File: config.mk
export PLATFORM = sky130hd
export DESIGN_NAME = frf_ram
export DESIGN_NICKNAME = d
export VERILOG_FILES = /design/src/design/frf_ram.sv
export SDC_FILE = /design/constraint.sdc
export NUM_CORES = 1
export LEC_CHECK = 0
export BUFFER_PORTS_ARGS = -buffer_cell sky130_fd_sc_hd__buf_2
export CAP_MARGIN = 5
export CORE_AREA = 3 3 107 109
export CTS_CLUSTER_DIAMETER = 100
export DETAILED_ROUTE_END_ITERATION = 8
export DIE_AREA = 0 0 110 112
export GPL_TIMING_DRIVEN = 0
export PLACE_DENSITY_LB_ADDON = 0.25
export REMOVE_ABC_BUFFERS = 1
export SETUP_SLACK_MARGIN = 0.15
export SLEW_MARGIN = 40
export SYNTH_ARGS = -nofsm -noshare
export SYNTH_HDL_FRONTEND = slang
export SYNTH_SLANG_ARGS = --single-unit
File: constraint.sdc
create_clock -name clk_i -period 4.3 [get_ports clk_i]
set_input_delay 0 -clock clk_i [delete_from_list [all_inputs] [get_ports clk_i]]
set_output_delay 0 -clock clk_i [all_outputs]
set_load 0.02 [all_outputs]
File: src/design/frf_ram.sv
// Generic single-port-write, single-port-read RAM with registered read.
// No dependencies.
`timescale 1ns / 1ps
`default_nettype none

module frf_ram #(
  parameter int WIDTH = 8,
  parameter int DEPTH = 16
) (
  input  wire logic                     clk_i,
  input  wire logic                     wr_en_i,
  input  wire logic [$clog2(DEPTH)-1:0] wr_addr_i,
  input  wire logic [WIDTH-1:0]         wr_data_i,
  input  wire logic                     rd_en_i,
  input  wire logic [$clog2(DEPTH)-1:0] rd_addr_i,
  output logic      [WIDTH-1:0]         rd_data_o
);

  logic [WIDTH-1:0] mem_q [DEPTH];

  always_ff @(posedge clk_i) begin
    if (wr_en_i) begin
      mem_q[wr_addr_i] <= wr_data_i;
    end
    if (rd_en_i) begin
      rd_data_o <= mem_q[rd_addr_i];
    end
  end

endmodule

`default_nettype wire

== Yosys cells after proc, flatten, opt, wreduce, memory -nomap -nowiden ==
Memories as Yosys holds them, arrays and structs flattened. A register that Yosys moved wholly into a read port is not among the register bits.
Index checks and enable logic that the tools add are counted.

* Flip-flop bits (word level): 0
* Bits in writable memories: 128
* Input port bits: 19
* Output and inout bits: 8
* Word-level logic and storage cells: 3
* Memories: 1

{| class="wikitable"
|+ Memory list
! name !! words !! width !! read ports !! clocked after memory_dff !! wr ports !! line !! text
|-
| mem_q || 16 || 8 || 1 || 1 || 1 || 19 || <nowiki>logic [WIDTH-1:0] mem_q [DEPTH];</nowiki>
|}

* Mux-type cells: 2

{| class="wikitable"
|+ Operator list
! operator !! number
|-
| two-way mux 1 bit || 2
|}

== Longest topological paths before layout ==
Gate-level depths: netlist (run 1).

* Word-level depth: 2
* Gate-level depth with buffers: 5
* Mapped depth without buffers: 3

== Least setup slack after synthesis (run 1) ==
Ideal clock, no wire load.

* Path type: input -> register
* From: input port wr_addr_i[2]
* To: memory mem_q[0][0], enable pin
* Setup time: 0.383 ns
* Data arrival time: 1.110 ns
* Required time: 3.917 ns
* Path slack: 2.807 ns
* Stages: 2
* Buffers on the path: 0
* Cell sequence: or3b_2 -> nor3_1

{| class="wikitable"
|+ RTL lines
! what !! line !! text
|-
| from (decl) || 12 || <nowiki>input wire logic [$clog2(DEPTH)-1:0] wr_addr_i,</nowiki>
|-
| to (decl) || 19 ||
|}

No word-level cell before the write port.

==> run_results.csv, run 1 <==
group,metric,value,unit
outcome,status,"complete, no violations",
die,row_count,38,
final_layout,drive_above_1_share,32.5,%
synth,syn_inst,229,
timing,tns,0,ns
synth,ys_types,18,
synth,synth_top_family_by_area,"multiplexers",
final_layout,nets,298,
synth,synth_edf_count,136,
die,initial_core_util,48.9,%
cts,cts_buffers,17,
synth,yosysMostFrequentCell,"edfxtp_1",
synth,async_flop_share,0,%
min_path,hp-class,"primary input to flop",
power,p_per_area,500,nW/um2
worst_setup_path,end_kind,"flop",
placed_design,placed_area,5510,um2
die,die-height,112,um
synth,yosys-top-cells-count,"edfxtp_1 (136), mux4_2 (18), a22oi_1 (16), mux4_1 (14), nor2_1 (13)",
worst_setup_path,worstSetupStartpointType,"flop",
final_layout,syn_to_final_growth,19.7,%
drt,drt-total-wl,9.76,mm
timing,rsz0062_at_grt,"false",
timing,worst_slew_pin_slew,0.820,ns
drt,drc,0,
global_route,grt_pass1_vias,2555,
drt,drtIter0Drc,202,
timing,fmax,0.627,GHz
cts,post_cts_buffers,0,
final_layout,regArea,4080,um2
worst_setup_path,cpMaxStageDelayCell,"mux4_1",
final_layout,fillers,798,
cts,clock_path_buffers,2,
placed_design,port_buffers,26,
die,dieArea,12300,um2
die,num_io_pins,27,
timing,fin_worst_skew,0.0132,ns
cts,htreeDepth,4,
drt,antenna_left,0,
synth,synth_top_area_share,78.1,%
synth,synth-compound-area-share,2.30,%
die,core-area,10700,um2
synth,syn_area,5230,um2
timing,period_minus_slack,1.59,ns
final_layout,fin_area,6260,um2
global_route,grt_use_total,17.8,%
power,p_total,3130,uW
timing,period_share,37.1,%
flow_run,max-cap-violations,0,
synth,synth-simple-area-share,3.14,%
worst_setup_path,max_stage_delay,0.53,ns
synth,synthAdderAreaFrac,0,%
cts,ctsHoldBuffers,12,
drt,dr.pass1.iters,4,
timing,slew-limit-headroom,45.0,%
worst_setup_path,cp.required,4.55,ns
worst_setup_path,arrival,1.84,ns
die,fp.dieW,110,um
global_route,grt_max_degree,33,
global_route,antenna_found_initial,0,
drt,wl_per_cell,22.6,um
timing,slew_violations,0,
worst_setup_path,crit_path_max_fanout,1,
power,ir_drop,0.000338,V
cts,path_clk_slew,0.06,ns
cts,cts_tree,"built",
placed_design,dp_hpwl,5.77,mm
timing,final_hold_viol_count,0,
cts,ctsResizeCount,0,
synth,ys_seq_area_share,78.1,%
synth,yosys.area.top_type,"edfxtp_1",
final_layout,utilization,58.5,%
worst_setup_path,crit_chain,"mux4_1, a22oi_1, nand2_1",
synth,yosys_warnings,0,
placed_design,gp_congestion,0.691,
synth,synth.avg_cell_area,22.8,um2
worst_setup_path,crit_type,"flop to flop",
final_layout,antenna_cells,0,
cts,cts_root_buf,"clkbuf_8",
cts,clock_latency,0.52,ns
global_route,grt_pass1_wl,15.0,mm
drt,viasPerCell,5.58,
final_layout,multi_input_comb_area,1110,um2
timing,finalSetupViolCount,0,
synth,yosys-top-cells-area,"edfxtp_1 (78%), mux4_2 (7.8%), mux4_1 (7.0%), a22oi_1 (2.3%), nor2_1 (0.93%)",
synth,synth_xor_area_share,0,%
synth,yosys_most_used_dff,"edfxtp_1",
synth,ys_ff_latch,136,
synth,synth_mux_area_share,14.8,%
drt,vias,2411,
global_route,overflow,0,
cts,clock-sinks,136,
power,leakage,0.00207,uW
[cell families (layout without fill, tap and decap cells)]
group | Yosys count | after routing
DFF | 136 | 136
and+or+nand+nor | 35 | 35
muxes | 32 | 32
AOI/OAI and AO/OA | 16 | 16
buffers and inverters | 10 | 73
[placed cells by master, fill, tap and decap left out, types with 2 or more instances in the layout]
master	count
nor2_2	12
clkinvlp_4	4
edfxtp_1	136
a22oi_1	16
mux4_2	18
nand2_1	9
mux4_1	14
buf_2	25
dlygate4sd3_1	12
clkinv_4	4
nor3_2	4
bufinv_16	4
nand2b_1	2
buf_4	4
clkbuf_16	16
nand3b_1	2
[cell type report]
cell class                      instances  area share, %
Timing Repair Buffer                   41           4.40
Clock buffer                           17           6.62
Multi-Input combinational cell         83           17.7
Sequential cell                       136           65.3
Tap cell                              140           2.80
Clock inverter                         15           3.24
[metal layers]
layer	vias up	share of wire, %	track usage, %
met5	-	0	0
met4	0	0.49	5.49
li1	1081	-	-
met1	1257	45	25.8
met2	71	50	25.9
met3	2	5.2	5.80
[worst paths after layout]
check | startpoint | endpoint | slack [ns] | cells past startpoint
setup reg to reg | mem_q[9][2] | rd_data_o[2] | 2.71 | 3
setup / recovery | mem_q[9][2] | rd_data_o[2] | 2.71 | 3
hold reg to reg | mem_q[15][5] | rd_data_o[5] | 0.75 | 3
hold / removal | wr_addr_i[3] | mem_q[3][2] | 0.1 | 3
[critical path: cells and delay by family (launching register included)]
family | cells | cell delay (ns)
multiplexers | 1 | 0.53
flip-flops | 1 | 0.37
AO/OA/AOI/OAI | 1 | 0.28
AND/OR/NAND/NOR | 1 | 0.15
[state kept, by name, indices dropped and copies added, names as in the netlist]
signal and cells:
mem_q 128, rd_data_o 8
[metrics by stage]
| stage | instances | setup slack [ns] | hold slack, ns |
|---|---|---|---|
| after detailed placement | 388 | 2.41 | 0.359 |
| after floorplan | 219 | 2.81 | 0.0989 |
| final | 432 | 2.71 | 0.0956 |
| after global placement | 385 | 2.04 | 0.338 |
| after CTS | 432 | 2.71 | 0.0809 |
| after global routing | 432 | 2.67 | 0.105 |
[power breakdown]
part | internal [uW] | switching (uW) | leakage (uW)
registers | 1490 | 6.37 | 0.00124
clock network | 942 | 541 | 0.000288
logic | 59.4 | 86.8 | 0.000545
total | 2500 | 634 | 0.00207
No activity file was read; power rests on OpenSTA's default activity.
==> inputs of run 2 (changes only) <==
==> constraint.sdc (replaced) <==
create_clock -name clk_i -period 1.6 [get_ports clk_i]
set_input_delay 0 -clock clk_i [delete_from_list [all_inputs] [get_ports clk_i]]
set_output_delay 0 -clock clk_i [all_outputs]
set_load 0.02 [all_outputs]
==> run 2 against run 1 <==
- highest routed layer unchanged
- setup slack worse by 2.5 ns
- largest power group unchanged
- cell count down 0.23%
- non-clock buffer count down 1
- utilization up 0.22 points
- critical endpoint is now rd_data_o[3]
==> run_results.csv, run 2 (synthesized netlist as in run 1, its figures left out) <==
group,metric,value,unit
worst_setup_path,worstSetupStartpointType,"flop",
drt,drc,0,
power,p_total,8440,uW
final_layout,largestRegisters,"mem_q x128, rd_data_o x8",
timing,slew_violations,0,
final_layout,final_common_cell,"edfxtp_1",
global_route,grt.met2_usage,26.5,%
min_path,hold_depth,3,
die,initial_core_util,48.9,%
final_layout,utilization,58.7,%
final_layout,fin_area,6280,um2
drt,antenna_left,0,
timing,rsz0062_at_grt,"true",
final_layout,top_register,"mem_q",
cts,cts_buffers,17,
flow_run,max-cap-violations,0,
final_layout,drive_above_1_share,40.9,%
power,p_per_area,1340,nW/um2
worst_setup_path,end_kind,"flop",
global_route,antenna_found_initial,0,
timing,slew-limit-headroom,38.9,%
cts,cts_tree,"built",
global_route,grt_pass1_wl,15.2,mm
drt,dr.pass1.iters,5,
global_route,grt_max_degree,33,
cts,clock-sinks,136,
die,die-height,112,um
global_route,met1_usage,25.8,%
timing,hold_slack,0.0534,ns
global_route,busiest_layer,"met2",
cts,clock_path_buffers,2,
min_path,hp-class,"primary input to flop",
timing,period_minus_slack,1.44,ns
placed_design,gp_congestion,0.691,
final_layout,antenna_cells,0,
die,fp.dieW,110,um
timing,fmax,0.697,GHz
drt,vias,2389,
cts,path_clk_slew,0.06,ns
final_layout,largest_reg_flops,128,
placed_design,placed_area,5510,um2
timing,final_hold_viol_count,0,
cts,cts_root_buf,"clkbuf_8",
cts,post_cts_buffers,0,
worst_setup_path,cp.required,1.85,ns
die,core-area,10700,um2
worst_setup_path,ff2ff_path_depth,3,
timing,finalSetupViolCount,0,
final_layout,nets,297,
placed_design,port_buffers,26,
worst_setup_path,crit_path_max_fanout,1,
global_route,grt_use_total,18.0,%
worst_setup_path,arrival,1.68,ns
drt,viasPerCell,5.54,
global_route,met3_usage,5.80,%
global_route,overflow,0,
outcome,status,"complete, no violations",
cts,htreeDepth,4,
final_layout,layout_common_cells,"edfxtp_1 (136), mux4_2 (27), buf_2 (24)",
drt,wl_per_cell,22.9,um
die,row_count,38,
drt,drtIter0Drc,179,
cts,clock_latency,0.52,ns
power,leakage,0.00203,uW
timing,fin_worst_skew,0.00694,ns
timing,period_share,89.7,%
die,num_io_pins,27,
placed_design,dp_hpwl,5.77,mm
die,dieArea,12300,um2
global_route,grt_pass1_vias,2555,
worst_setup_path,crit_type,"flop to flop",
power,ir_drop,0.000906,V
final_layout,syn_to_final_growth,20.2,%
timing,worst_slew_pin_slew,0.913,ns
drt,drt-total-wl,9.89,mm
## run 2: final timing paths
kind / start / end / slack [ns]
worst max-delay path: mem_q[3][3] / rd_data_o[3] / 0.16
worst min-delay path: wr_addr_i[3] / mem_q[0][2] / 0.05
worst max register to register: mem_q[3][3] / rd_data_o[3] / 0.16
worst min register to register: mem_q[15][5] / rd_data_o[5] / 0.75
## run 2: layer usage
| metal | up-vias | share of wire [%] | wire length [um] |
|---|---|---|---|
| met1 | 1241 | 43 | 4290 |
| met2 | 73 | 51 | 5000 |
| met3 | 4 | 5.5 | 539 |
| met5 | - | 0 | 0 |
| li1 | 1071 | - | - |
| met4 | 0 | 0.58 | 57 |
## run 2: final cells by class
class / count / area [um2]
repair buffers: 40 / 268
multi-input cells: 83 / 1140
clock buffers: 17 / 414
fillers: 807 / 4420
well taps: 140 / 175
flip-flops and latches: 136 / 4080
clock inverters: 15 / 203
## run 2: stage by stage
| stage | cells | worst slack [ns] | setup TNS, ns |
|---|---|---|---|
| after global placement | 385 | -0.656 | -20.00 |
| after CTS | 431 | 0.122 | 0 |
| after detailed placement | 388 | -0.290 | -1.86 |
| after global routing | 431 | 0.116 | 0 |
| final | 431 | 0.165 | 0 |
| after floorplan | 219 | 0.107 | 0 |
## run 2: critical path, stage by stage (launching register included)
cell and delay [ns]:
edfxtp_1 0.37, mux4_2 0.48, a22oi_2 0.20, nand2_1 0.12
## run 2: repair_timing
item,CTS,global route
resized for setup,15,8
pin swaps,7,7
hold buffers,11,0
hold endpoints to repair,156,0
endpoints found under the setup margin,8,7
## run 2: power breakdown
| group | internal, uW | switching (uW) |
|---|---|---|
| logic | 173 | 247 |
| registers | 4010 | 18.3 |
| clock network | 2530 | 1460 |
